==> src/rtl/ccs_pkg.sv <==
`default_nettype none

package ccs_pkg;

  // Deepest run of trailing whitespace that can be held back before it must be released.
  localparam int unsigned MaxPendingSpace = 32;

  // Depth of the token queue between the front and the back.
  localparam int unsigned QueueDepth = 4;

  localparam logic [7:0] CharNewline   = 8'h0A;
  localparam logic [7:0] CharSlash     = 8'h2F;
  localparam logic [7:0] CharStar      = 8'h2A;
  localparam logic [7:0] CharBackslash = 8'h5C;
  localparam logic [7:0] CharSpace     = 8'h20;
  localparam logic [7:0] CharTab       = 8'h09;
  localparam logic [7:0] CharCr        = 8'h0D;
  localparam logic [7:0] CharVt        = 8'h0B;
  localparam logic [7:0] CharFf        = 8'h0C;

  typedef enum logic [1:0] {
    ModeNormal = 2'd0,
    ModeLine   = 2'd1,
    ModeBlock  = 2'd2
  } scan_mode_e;

  typedef enum logic [2:0] {
    FrontIdle,
    FrontBslash,
    FrontSpace,
    FrontChar,
    FrontEnd
  } front_state_e;

  typedef enum logic {
    TokChar,
    TokEnd
  } tok_kind_e;

  // One unit of work for the comment scanner: a character, or the end of an input beat.
  typedef struct packed {
    tok_kind_e  kind;
    logic [7:0] data;
    logic       lost;
    logic       eot;
  } tok_t;

  function automatic logic is_blank(logic [7:0] c);
    return (c == CharSpace) || (c == CharTab) || (c == CharCr) ||
           (c == CharVt) || (c == CharFf);
  endfunction

endpackage

`default_nettype wire

==> src/rtl/ccs_front.sv <==
`default_nettype none

module ccs_front #(
  parameter int unsigned MaxPending = ccs_pkg::MaxPendingSpace
) (
  input  wire logic          clk_i,
  input  wire logic          rst_ni,
  input  wire logic          in_valid_i,
  output logic               in_ready_o,
  input  wire logic          kind_i,
  input  wire logic [7:0]    in_byte_i,
  output logic               tok_valid_o,
  input  wire logic          tok_ready_i,
  output ccs_pkg::tok_t      tok_o
);

  localparam int unsigned AW = (MaxPending > 1) ? $clog2(MaxPending) : 1;
  localparam int unsigned CW = $clog2(MaxPending + 1);
  localparam logic [CW-1:0] CountMax = CW'(MaxPending);

  ccs_pkg::front_state_e state_q, state_d;

  logic          bs_held_q, bs_held_d;
  logic [CW-1:0] count_q, count_d;
  logic          line_open_q, line_open_d;
  logic [7:0]    char_q, char_d;
  logic          lost_q, lost_d;
  logic          eot_q, eot_d;
  logic          need_sp_q, need_sp_d;
  logic          need_c_q, need_c_d;
  logic [CW-1:0] flush_len_q, flush_len_d;
  logic [AW-1:0] idx_q, idx_d;

  logic [7:0]    space_mem [MaxPending];
  logic [7:0]    rd_data_q;
  logic          mem_we;

  logic accept, tok_fire, last_sp;
  logic is_nl, is_bl, is_bs, is_other, overflow, flush;
  logic need_bs, need_sp, need_c, need_end;

  assign accept   = in_valid_i && in_ready_o;
  assign tok_fire = tok_valid_o && tok_ready_i;
  assign last_sp  = (CW'(idx_q) + CW'(1)) == flush_len_q;

  // Classify the incoming beat.
  assign is_nl    = !kind_i && (in_byte_i == ccs_pkg::CharNewline);
  assign is_bl    = !kind_i && ccs_pkg::is_blank(in_byte_i);
  assign is_bs    = !kind_i && (in_byte_i == ccs_pkg::CharBackslash);
  assign is_other = !kind_i && !is_nl && !is_bl && !is_bs;
  assign overflow = is_bl && (count_q == CountMax);
  assign flush    = overflow || is_bs || is_other;
  assign need_bs  = flush && bs_held_q;
  assign need_sp  = flush && (count_q != '0);
  assign need_c   = is_other || overflow || (is_nl && !bs_held_q) || (kind_i && line_open_q);
  assign need_end = need_bs || need_sp || need_c || kind_i;

  always_comb begin
    state_d = state_q;
    case (state_q)
      ccs_pkg::FrontIdle: begin
        if (accept) begin
          if (need_bs) begin
            state_d = ccs_pkg::FrontBslash;
          end else if (need_sp) begin
            state_d = ccs_pkg::FrontSpace;
          end else if (need_c) begin
            state_d = ccs_pkg::FrontChar;
          end else if (need_end) begin
            state_d = ccs_pkg::FrontEnd;
          end
        end
      end
      ccs_pkg::FrontBslash: begin
        if (tok_fire) begin
          if (need_sp_q) begin
            state_d = ccs_pkg::FrontSpace;
          end else if (need_c_q) begin
            state_d = ccs_pkg::FrontChar;
          end else begin
            state_d = ccs_pkg::FrontEnd;
          end
        end
      end
      ccs_pkg::FrontSpace: begin
        if (tok_fire && last_sp) begin
          state_d = need_c_q ? ccs_pkg::FrontChar : ccs_pkg::FrontEnd;
        end
      end
      ccs_pkg::FrontChar: begin
        if (tok_fire) begin
          state_d = ccs_pkg::FrontEnd;
        end
      end
      ccs_pkg::FrontEnd: begin
        if (tok_fire) begin
          state_d = ccs_pkg::FrontIdle;
        end
      end
      default: state_d = ccs_pkg::FrontIdle;
    endcase
  end

  always_comb begin
    in_ready_o  = 1'b0;
    tok_valid_o = 1'b1;
    tok_o.kind  = ccs_pkg::TokChar;
    tok_o.data  = char_q;
    tok_o.lost  = lost_q;
    tok_o.eot   = eot_q;
    case (state_q)
      ccs_pkg::FrontIdle: begin
        in_ready_o  = 1'b1;
        tok_valid_o = 1'b0;
      end
      ccs_pkg::FrontBslash: tok_o.data = ccs_pkg::CharBackslash;
      ccs_pkg::FrontSpace:  tok_o.data = rd_data_q;
      ccs_pkg::FrontChar:   tok_o.data = char_q;
      ccs_pkg::FrontEnd:    tok_o.kind = ccs_pkg::TokEnd;
      default:              tok_valid_o = 1'b0;
    endcase
  end

  // Line state, whitespace buffer bookkeeping and the captured beat.
  always_comb begin
    bs_held_d   = bs_held_q;
    count_d     = count_q;
    line_open_d = line_open_q;
    char_d      = char_q;
    lost_d      = lost_q;
    eot_d       = eot_q;
    need_sp_d   = need_sp_q;
    need_c_d    = need_c_q;
    flush_len_d = flush_len_q;
    mem_we      = 1'b0;
    idx_d       = idx_q;
    if (accept) begin
      char_d      = kind_i ? ccs_pkg::CharNewline : in_byte_i;
      lost_d      = overflow;
      eot_d       = kind_i;
      need_sp_d   = need_sp;
      need_c_d    = need_c;
      flush_len_d = count_q;
      if (kind_i) begin
        count_d     = '0;
        bs_held_d   = 1'b0;
        line_open_d = 1'b0;
      end else if (is_nl) begin
        count_d     = '0;
        bs_held_d   = 1'b0;
        line_open_d = bs_held_q;
      end else begin
        line_open_d = 1'b1;
        if (is_bl && !overflow) begin
          mem_we  = 1'b1;
          count_d = count_q + CW'(1);
        end else begin
          count_d   = '0;
          bs_held_d = is_bs;
        end
      end
    end
    if ((state_q == ccs_pkg::FrontSpace) && tok_fire) begin
      idx_d = last_sp ? '0 : idx_q + AW'(1);
    end
  end

  always_ff @(posedge clk_i) begin
    if (mem_we) begin
      space_mem[count_q[AW-1:0]] <= in_byte_i;
    end
    rd_data_q <= space_mem[idx_d];
  end

  always_ff @(posedge clk_i or negedge rst_ni) begin
    if (!rst_ni) begin
      state_q     <= ccs_pkg::FrontIdle;
      bs_held_q   <= 1'b0;
      count_q     <= '0;
      line_open_q <= 1'b0;
      need_sp_q   <= 1'b0;
      need_c_q    <= 1'b0;
      flush_len_q <= '0;
      idx_q       <= '0;
    end else begin
      state_q     <= state_d;
      bs_held_q   <= bs_held_d;
      count_q     <= count_d;
      line_open_q <= line_open_d;
      need_sp_q   <= need_sp_d;
      need_c_q    <= need_c_d;
      flush_len_q <= flush_len_d;
      idx_q       <= idx_d;
    end
  end

  always_ff @(posedge clk_i) begin
    char_q <= char_d;
    lost_q <= lost_d;
    eot_q  <= eot_d;
  end

endmodule

`default_nettype wire

==> src/rtl/ccs_queue.sv <==
`default_nettype none

module ccs_queue (
  input  wire logic           clk_i,
  input  wire logic           rst_ni,
  input  wire logic           push_valid_i,
  output logic                push_ready_o,
  input  wire ccs_pkg::tok_t  push_tok_i,
  output logic                pop_valid_o,
  input  wire logic           pop_ready_i,
  output ccs_pkg::tok_t       pop_tok_o
);

  localparam int unsigned Depth = ccs_pkg::QueueDepth;
  localparam int unsigned PW    = (Depth > 1) ? $clog2(Depth) : 1;
  localparam int unsigned CW    = $clog2(Depth + 1);
  localparam logic [PW-1:0] LastSlot = PW'(Depth - 1);

  ccs_pkg::tok_t slots_q [Depth];
  logic [PW-1:0] wr_ptr_q, rd_ptr_q;
  logic [CW-1:0] count_q;
  logic          do_push, do_pop;

  assign push_ready_o = count_q != CW'(Depth);
  assign pop_valid_o  = count_q != '0;
  assign pop_tok_o    = slots_q[rd_ptr_q];
  assign do_push      = push_valid_i && push_ready_o;
  assign do_pop       = pop_valid_o && pop_ready_i;

  always_ff @(posedge clk_i) begin
    if (do_push) begin
      slots_q[wr_ptr_q] <= push_tok_i;
    end
  end

  always_ff @(posedge clk_i or negedge rst_ni) begin
    if (!rst_ni) begin
      wr_ptr_q <= '0;
      rd_ptr_q <= '0;
      count_q  <= '0;
    end else begin
      if (do_push) begin
        wr_ptr_q <= (wr_ptr_q == LastSlot) ? '0 : wr_ptr_q + PW'(1);
      end
      if (do_pop) begin
        rd_ptr_q <= (rd_ptr_q == LastSlot) ? '0 : rd_ptr_q + PW'(1);
      end
      if (do_push && !do_pop) begin
        count_q <= count_q + CW'(1);
      end else if (do_pop && !do_push) begin
        count_q <= count_q - CW'(1);
      end
    end
  end

endmodule

`default_nettype wire

==> src/rtl/ccs_back.sv <==
`default_nettype none

module ccs_back (
  input  wire logic           clk_i,
  input  wire logic           rst_ni,
  input  wire logic           tok_valid_i,
  output logic                tok_ready_o,
  input  wire ccs_pkg::tok_t  tok_i,
  output logic                out_valid_o,
  input  wire logic           out_ready_i,
  output logic                byte_valid_o,
  output logic [7:0]          out_byte_o,
  output logic                last_of_run_o,
  output logic                trim_lost_o,
  output logic                text_done_o
);

  ccs_pkg::scan_mode_e mode_q, mode_d;
  logic       slash_q, slash_d;
  logic       star_q, star_d;
  logic       hold_valid_q, hold_valid_d;
  logic [7:0] hold_byte_q, hold_byte_d;
  logic       hold_lost_q, hold_lost_d;

  logic       out_valid_q, out_valid_d;
  logic       obv_q, obv_d;
  logic [7:0] obyte_q, obyte_d;
  logic       olast_q, olast_d;
  logic       olost_q, olost_d;
  logic       odone_q, odone_d;

  logic       emit, split, need_out, out_free, go, is_end;
  logic [7:0] emit_byte;

  assign is_end   = tok_i.kind == ccs_pkg::TokEnd;
  assign out_free = !out_valid_q || out_ready_i;
  assign need_out = is_end ? (hold_valid_q || tok_i.eot) : (emit && hold_valid_q);
  assign go       = tok_valid_i && (!need_out || out_free);
  // A held slash before an ordinary character emits the slash first, then reuses the token.
  assign tok_ready_o = go && !split;

  // Comment scanner for one token: a character or the closing token of a beat.
  always_comb begin
    mode_d    = mode_q;
    slash_d   = slash_q;
    star_d    = star_q;
    emit      = 1'b0;
    split     = 1'b0;
    emit_byte = tok_i.data;
    if (is_end) begin
      if (tok_i.eot) begin
        mode_d  = ccs_pkg::ModeNormal;
        slash_d = 1'b0;
        star_d  = 1'b0;
      end
    end else begin
      case (mode_q)
        ccs_pkg::ModeLine: begin
          if (tok_i.data == ccs_pkg::CharNewline) begin
            emit   = 1'b1;
            mode_d = ccs_pkg::ModeNormal;
          end
        end
        ccs_pkg::ModeBlock: begin
          if (star_q && (tok_i.data == ccs_pkg::CharSlash)) begin
            mode_d = ccs_pkg::ModeNormal;
            star_d = 1'b0;
          end else begin
            star_d = tok_i.data == ccs_pkg::CharStar;
          end
        end
        default: begin
          mode_d = ccs_pkg::ModeNormal;
          if (slash_q) begin
            slash_d = 1'b0;
            if (tok_i.data == ccs_pkg::CharSlash) begin
              mode_d = ccs_pkg::ModeLine;
            end else if (tok_i.data == ccs_pkg::CharStar) begin
              mode_d = ccs_pkg::ModeBlock;
              star_d = 1'b0;
            end else begin
              emit      = 1'b1;
              split     = 1'b1;
              emit_byte = ccs_pkg::CharSlash;
            end
          end else if (tok_i.data == ccs_pkg::CharSlash) begin
            slash_d = 1'b1;
          end else begin
            emit = 1'b1;
          end
        end
      endcase
    end
  end

  // The newest emitted character waits in the hold stage until it is known whether it
  // is the last one of its input beat.
  always_comb begin
    hold_valid_d = hold_valid_q;
    hold_byte_d  = hold_byte_q;
    hold_lost_d  = hold_lost_q;
    out_valid_d  = out_valid_q && !out_ready_i;
    obv_d        = obv_q;
    obyte_d      = obyte_q;
    olast_d      = olast_q;
    olost_d      = olost_q;
    odone_d      = odone_q;
    if (go && need_out) begin
      out_valid_d = 1'b1;
      obv_d       = hold_valid_q;
      obyte_d     = hold_valid_q ? hold_byte_q : '0;
      olost_d     = hold_valid_q && hold_lost_q;
      olast_d     = is_end;
      odone_d     = is_end && tok_i.eot;
    end
    if (go) begin
      if (is_end) begin
        hold_valid_d = 1'b0;
      end else if (emit) begin
        hold_valid_d = 1'b1;
        hold_byte_d  = emit_byte;
        hold_lost_d  = tok_i.lost;
      end
    end
  end

  always_ff @(posedge clk_i or negedge rst_ni) begin
    if (!rst_ni) begin
      mode_q       <= ccs_pkg::ModeNormal;
      slash_q      <= 1'b0;
      star_q       <= 1'b0;
      hold_valid_q <= 1'b0;
      out_valid_q  <= 1'b0;
    end else begin
      if (go) begin
        mode_q  <= mode_d;
        slash_q <= slash_d;
        star_q  <= star_d;
      end
      hold_valid_q <= hold_valid_d;
      out_valid_q  <= out_valid_d;
    end
  end

  always_ff @(posedge clk_i) begin
    hold_byte_q <= hold_byte_d;
    hold_lost_q <= hold_lost_d;
    obv_q       <= obv_d;
    obyte_q     <= obyte_d;
    olast_q     <= olast_d;
    olost_q     <= olost_d;
    odone_q     <= odone_d;
  end

  assign out_valid_o   = out_valid_q;
  assign byte_valid_o  = obv_q;
  assign out_byte_o    = obyte_q;
  assign last_of_run_o = olast_q;
  assign trim_lost_o   = olost_q;
  assign text_done_o   = odone_q;

endmodule

`default_nettype wire

==> src/rtl/c_comment_stripper.sv <==
// Channel   Direction  Handshake                  Beat contents
// input     in         in_valid_i / in_ready_o    kind_i, in_byte_i
// output    out        out_valid_o / out_ready_i  byte_valid_o, out_byte_o, last_of_run_o,
//                                                 trim_lost_o, text_done_o
//
// A beat that only buffers whitespace, holds a backslash or splices a line is taken
// without issuing tokens. Any other beat keeps the front busy while it issues its tokens:
// one per released whitespace byte or backslash, one for the character, and a closing
// token. Reset clears the line state, the scanner mode, the token queue and the output
// register; the whitespace buffer is not cleared.
// The front stalls on a full token queue, the back only on a full output register.
`default_nettype none

module c_comment_stripper #(
  parameter int unsigned MaxPending = ccs_pkg::MaxPendingSpace
) (
  input  wire logic        clk_i,
  input  wire logic        rst_ni,
  input  wire logic        in_valid_i,
  output logic             in_ready_o,
  input  wire logic        kind_i,
  input  wire logic [7:0]  in_byte_i,
  output logic             out_valid_o,
  input  wire logic        out_ready_i,
  output logic             byte_valid_o,
  output logic [7:0]       out_byte_o,
  output logic             last_of_run_o,
  output logic             trim_lost_o,
  output logic             text_done_o
);

  // The front trims whitespace, splices continued lines and turns each input beat into
  // a list of character tokens followed by a closing token, or into no token at all.
  ccs_pkg::tok_t front_tok, back_tok;
  logic          front_valid, front_ready;
  logic          back_valid, back_ready;

  ccs_front #(
    .MaxPending (MaxPending)
  ) u_front (
    .clk_i       (clk_i),
    .rst_ni      (rst_ni),
    .in_valid_i  (in_valid_i),
    .in_ready_o  (in_ready_o),
    .kind_i      (kind_i),
    .in_byte_i   (in_byte_i),
    .tok_valid_o (front_valid),
    .tok_ready_i (front_ready),
    .tok_o       (front_tok)
  );

  // A short queue decouples the front from the scanner, so whitespace release and
  // output backpressure do not stall each other cycle by cycle.
  ccs_queue u_queue (
    .clk_i        (clk_i),
    .rst_ni       (rst_ni),
    .push_valid_i (front_valid),
    .push_ready_o (front_ready),
    .push_tok_i   (front_tok),
    .pop_valid_o  (back_valid),
    .pop_ready_i  (back_ready),
    .pop_tok_o    (back_tok)
  );

  // The back recognizes comments and marks the last result of every input beat.
  ccs_back u_back (
    .clk_i         (clk_i),
    .rst_ni        (rst_ni),
    .tok_valid_i   (back_valid),
    .tok_ready_o   (back_ready),
    .tok_i         (back_tok),
    .out_valid_o   (out_valid_o),
    .out_ready_i   (out_ready_i),
    .byte_valid_o  (byte_valid_o),
    .out_byte_o    (out_byte_o),
    .last_of_run_o (last_of_run_o),
    .trim_lost_o   (trim_lost_o),
    .text_done_o   (text_done_o)
  );

`ifndef ASSERT_OFF
  // The end of text always closes the beat it belongs to.
  a_done_is_last: assert property (@(posedge clk_i) disable iff (!rst_ni)
    out_valid_o && text_done_o |-> last_of_run_o)
    else $error("text_done without last_of_run");

  // An empty result appears only as the closing result of an end-of-text beat.
  a_empty_only_at_end: assert property (@(posedge clk_i) disable iff (!rst_ni)
    out_valid_o && !byte_valid_o |-> text_done_o && (out_byte_o == 8'h00) && !trim_lost_o)
    else $error("empty result outside end of text");

  // An end-of-text beat always issues work, so the input must go busy.
  a_eot_busy: assert property (@(posedge clk_i) disable iff (!rst_ni)
    in_valid_i && in_ready_o && kind_i |=> !in_ready_o)
    else $error("end of text did not occupy the front");
`endif

endmodule

`default_nettype wire
==> config.mk <==
export PLATFORM = sky130hd
export DESIGN_NAME = c_comment_stripper
export DESIGN_NICKNAME = d
export VERILOG_FILES = /design/src/rtl/ccs_pkg.sv /design/src/rtl/ccs_front.sv /design/src/rtl/ccs_queue.sv /design/src/rtl/ccs_back.sv /design/src/rtl/c_comment_stripper.sv
export SDC_FILE = /design/constraint.sdc
export NUM_CORES = 1
export LEC_CHECK = 0
export ABC_AREA = 0
export BUFFER_PORTS_ARGS = -buffer_cell sky130_fd_sc_hd__clkbuf_2
export CORE_UTILIZATION = 64
export CTS_BUF_LIST = sky130_fd_sc_hd__clkbuf_4 sky130_fd_sc_hd__clkbuf_8
export DETAILED_ROUTE_END_ITERATION = 6
export MAX_ROUTING_LAYER = met4
export PLACE_DENSITY_LB_ADDON = 0.25
export SYNTH_ARGS = -nofsm -noshare
export SYNTH_HDL_FRONTEND = slang
export SYNTH_SLANG_ARGS = --single-unit
==> constraint.sdc <==
create_clock -name clk_i -period 4.05 [get_ports clk_i]
set_input_delay 0.405 -clock clk_i [delete_from_list [all_inputs] [get_ports clk_i]]
set_output_delay 0.405 -clock clk_i [all_outputs]
set_load 0.1 [all_outputs]
==> impl_metrics.yaml <==
cells_and_area:
  syn2layout_area_growth_pct: 12.12
  finish.instance_area_um2: 17280
  fill_cells: 1514
  antenna_cells: 0
  drive_gt1_frac: 0.1715
  nets: 1202
setup_path:
  startpoint_type: "flip-flop"
  worstSetupEndpointType: "flip-flop"
  crit_fanout: 7
  r2r-start: "u_queue.rd_ptr_q[0]$_DFFE_PN0P_"
  reg2reg_slack_ns: 0.31
  reg2reg_to: "u_queue.count_q[2]$_DFFE_PN0P_"
  ff2ff_path_depth: 14
  path_class: "reg -> reg"
  required_ns: 4.56
  cp.arrival_ns: 4.25
clock_tree:
  cts_buffers: 57
  clk_latency_ns: 0.60
  post-cts-setup-buffers: 0
  ctsHoldBuffers: 1
  cts_resized: 0
  cts_tree: "built"
  clk_pin_slew_ns: 0.06
  htreeDepth: 2
  cts_root_buf: "clkbuf_8"
  clock_path_buffers: 3
  cts.sinks: 376
yosys:
  synthSimpleGateAreaFrac: 0.08555
  synth_top_cell_area_share: 0.6448
  synth-xor-area-share: 0.005682
  synth_compound_area_frac: 0.1265
  synth_top_area_cell: "edfxtp_1"
  synth_top_family_by_area: "compound AO/OA/AOI/OAI gates"
  synth_fa_ha_area_frac: 0.01185
  ys_ff_latch: 376
  yosysMostFrequentCell: "edfxtp_1"
  async_flop_share: 0.09840
  synth_edf_count: 331
  synthTopCellsByArea: "edfxtp_1 64%, dfrtp_1 6.0%, a21oi_1 3.3%, nand2_1 2.9%, a221oi_1 2.8%"
  yosys_warnings: 0
  avgSynthCellArea_um2: 14.14
  synth.area.mux_share: 0.03157
  ys_seq_area_frac: 0.7153
  synthCells: 1090
  synthTopCellsByCount: "331 x edfxtp_1, 120 x nand2_1, 103 x a21oi_1"
  ys.flop_type: "edfxtp_1"
  synthDistinctLibCells: 65
  synth_area_um2: 15410
  syn_nets: 1117
drt:
  drc: 3
  routed_via_density: 6.369
  drtPass1Iterations: 7
  final_antenna_net_count: 0
  dr_total_vias: 9796
  post_drt_wl_per_cell_um: 22.02
  wirelength_um: 33860
  drt-initial-drc-count: 1214
floorplanning:
  start_util: 0.6548
  io_pins: 27
  die_w_um: 157.2
  placement_rows: 56
  die_height_um: 157.2
  core-area_um2: 23540
  die_area_um2: 24710
timing:
  hold_viol: 0
  setup-violations-final: 0
  fin_skew_ns: 0.02854
  max_freq_ghz: 0.2672
  tns_ns: 0
  worst_pin_slew_ns: 1.122
  relSlewSlack: 0.2519
  period_share: 0.9240
  grt_setup_unrepaired: "no"
  period_needed_ns: 3.742
  maxSlewViolCount: 0
place:
  dpl_cell_area_um2: 16160
  numPortBuffers: 26
  globalplace.congestion: 0.8928
  hpwl_um: 21120
grt:
  grt_pass1_wl_um: 51600
  gr-total-overflow: 0
  grt_max_degree: 73
  groute.usage.overall: 0.2917
  antenna_found_initial: 0
  grt_pass1_vias: 9190
run:
  cap_violations: 0
worst_hold_path:
  hold_depth: 3
  hp-start: "out_ready_i"
  holdPathEnd: "u_back.out_valid_o$_DFF_PN0_"
  hp-class: "in -> reg"
pwr:
  p_leak_nw: 5.978
  pwr_density_cell_nw_per_um2: 736.9
  peakVddDrop_mv: 0.5182
outcome:
  status: "finished, violations left"
  failed_checks: "DRC"
[critical path, cell delays in order, from the launching register on]
cell and delay, ns:
dfrtp_1 0.57, mux4_2 0.58, nor4_2 0.43, and2_1 0.25
a21oi_1 0.08, a21oi_1 0.26, o31a_2 0.25, a31oi_2 0.08
inv_1 0.09, ha_1 0.17, inv_1 0.07, fa_1 0.43
xor2_1 0.17, nor2_1 0.11, xor2_1 0.14
[where the power goes]
group / switching [mW] / internal (mW) / leakage [nW]
logic: 3.12 / 1.50 / 1.86
clock network: 1.38 / 1.63 / 0.588
registers: 0.262 / 4.85 / 3.54
[worst max path at each step]
stage                               startpoint                                  to  slack [ns]  depth (start not counted)
5_1_grt        u_queue.rd_ptr_q[0]$_DFFE_PN0P_      u_queue.count_q[2]$_DFFE_PN0P_        0.07                         14
3_3_place_gp   u_queue.rd_ptr_q[0]$_DFFE_PN0P_      u_queue.count_q[2]$_DFFE_PN0P_        0.41                         14
6_report       u_queue.rd_ptr_q[0]$_DFFE_PN0P_      u_queue.count_q[2]$_DFFE_PN0P_        0.31                         14
4_1_cts        u_queue.rd_ptr_q[0]$_DFFE_PN0P_      u_queue.count_q[2]$_DFFE_PN0P_        0.27                         14
3_5_place_dp   u_queue.rd_ptr_q[0]$_DFFE_PN0P_      u_queue.count_q[2]$_DFFE_PN0P_        0.29                         14
2_1_floorplan   u_front.state_q[2]$_DFFE_PN0P_  u_front.space_mem[31][0]$_DFFE_PP_        0.19                          8
[flip-flops by register name (all words and copies together), names as in the netlist, 2 cells and up]
register             flops
u_front.space_mem      256
u_queue.slots_q         44
u_back.hold_byte_q       8
u_back.out_byte_o        8
u_front.char_q           8
u_front.rd_data_q        8
u_front.count_q          6
u_front.flush_len_q      6
u_front.idx_q            5
u_front.state_q          3
u_queue.count_q          3
u_back.mode_q            2
u_queue.rd_ptr_q         2
u_queue.wr_ptr_q         2
[through the flow]
step,hold WS [ns],total power [mW],util,cells,setup WS [ns]
finish,0.1362,12.74,0.7341,1538,0.3076
global route,0.1311,13.35,0.7341,1538,0.06929
CTS,0.1239,12.75,0.7341,1538,0.2677
detailed placement,0.4759,9.775,0.6863,1434,0.2898
global placement,0.4623,9.633,0.6863,1434,0.4072
floorplan,0.1094,8.457,-,1090,0.1903
[area by class of cell]
| cell class | count | area, um^2 | area share |
|---|---|---|---|
| inverter | 24 | 92.59 | 0.005357 |
| multi-input combinational | 630 | 4029 | 0.2331 |
| tap | 319 | 399.1 | 0.02309 |
| sequential | 376 | 11030 | 0.6380 |
| clock inverter | 27 | 182.7 | 0.01057 |
| clock buffer | 76 | 933.4 | 0.05401 |
| timing repair buffer | 86 | 620.6 | 0.03591 |
[cells in the final DEF (no fill, tap or decap), types with 14 or more instances in the layout]
cell type,instances
edfxtp_1,331
nand2_1,120
a21oi_1,103
nor2_1,66
clkbuf_8,58
buf_4,56
a221oi_1,49
dfrtp_1,37
o21ai_0,28
clkbuf_2,26
and2_1,22
inv_1,21
a22oi_1,21
a211oi_1,19
clkbuf_4,18
nand3_1,17
clkinv_1,17
mux2i_1,16
nor2b_1,14
[cell families after synthesis]
logic type | after synthesis
DFF | 376
buffers and inverters | 84
xor gates and xnor gates | 10
AOI/OAI and AO/OA | 286
muxes | 34
and+or+nand+nor | 286
adders and majority gates | 14
[metal layers]
| metal | up-vias | track usage | wire length, um |
|---|---|---|---|
| met2 | 577 | 0.4374 | 16030 |
| met5 | - | - | 0 |
| met1 | 4756 | 0.4116 | 13880 |
| met3 | 74 | 0.04323 | 3044 |
| met4 | 0 | 0.1073 | 903 |
| li1 | 4389 | - | - |
(Power assumes the default switching activity.)
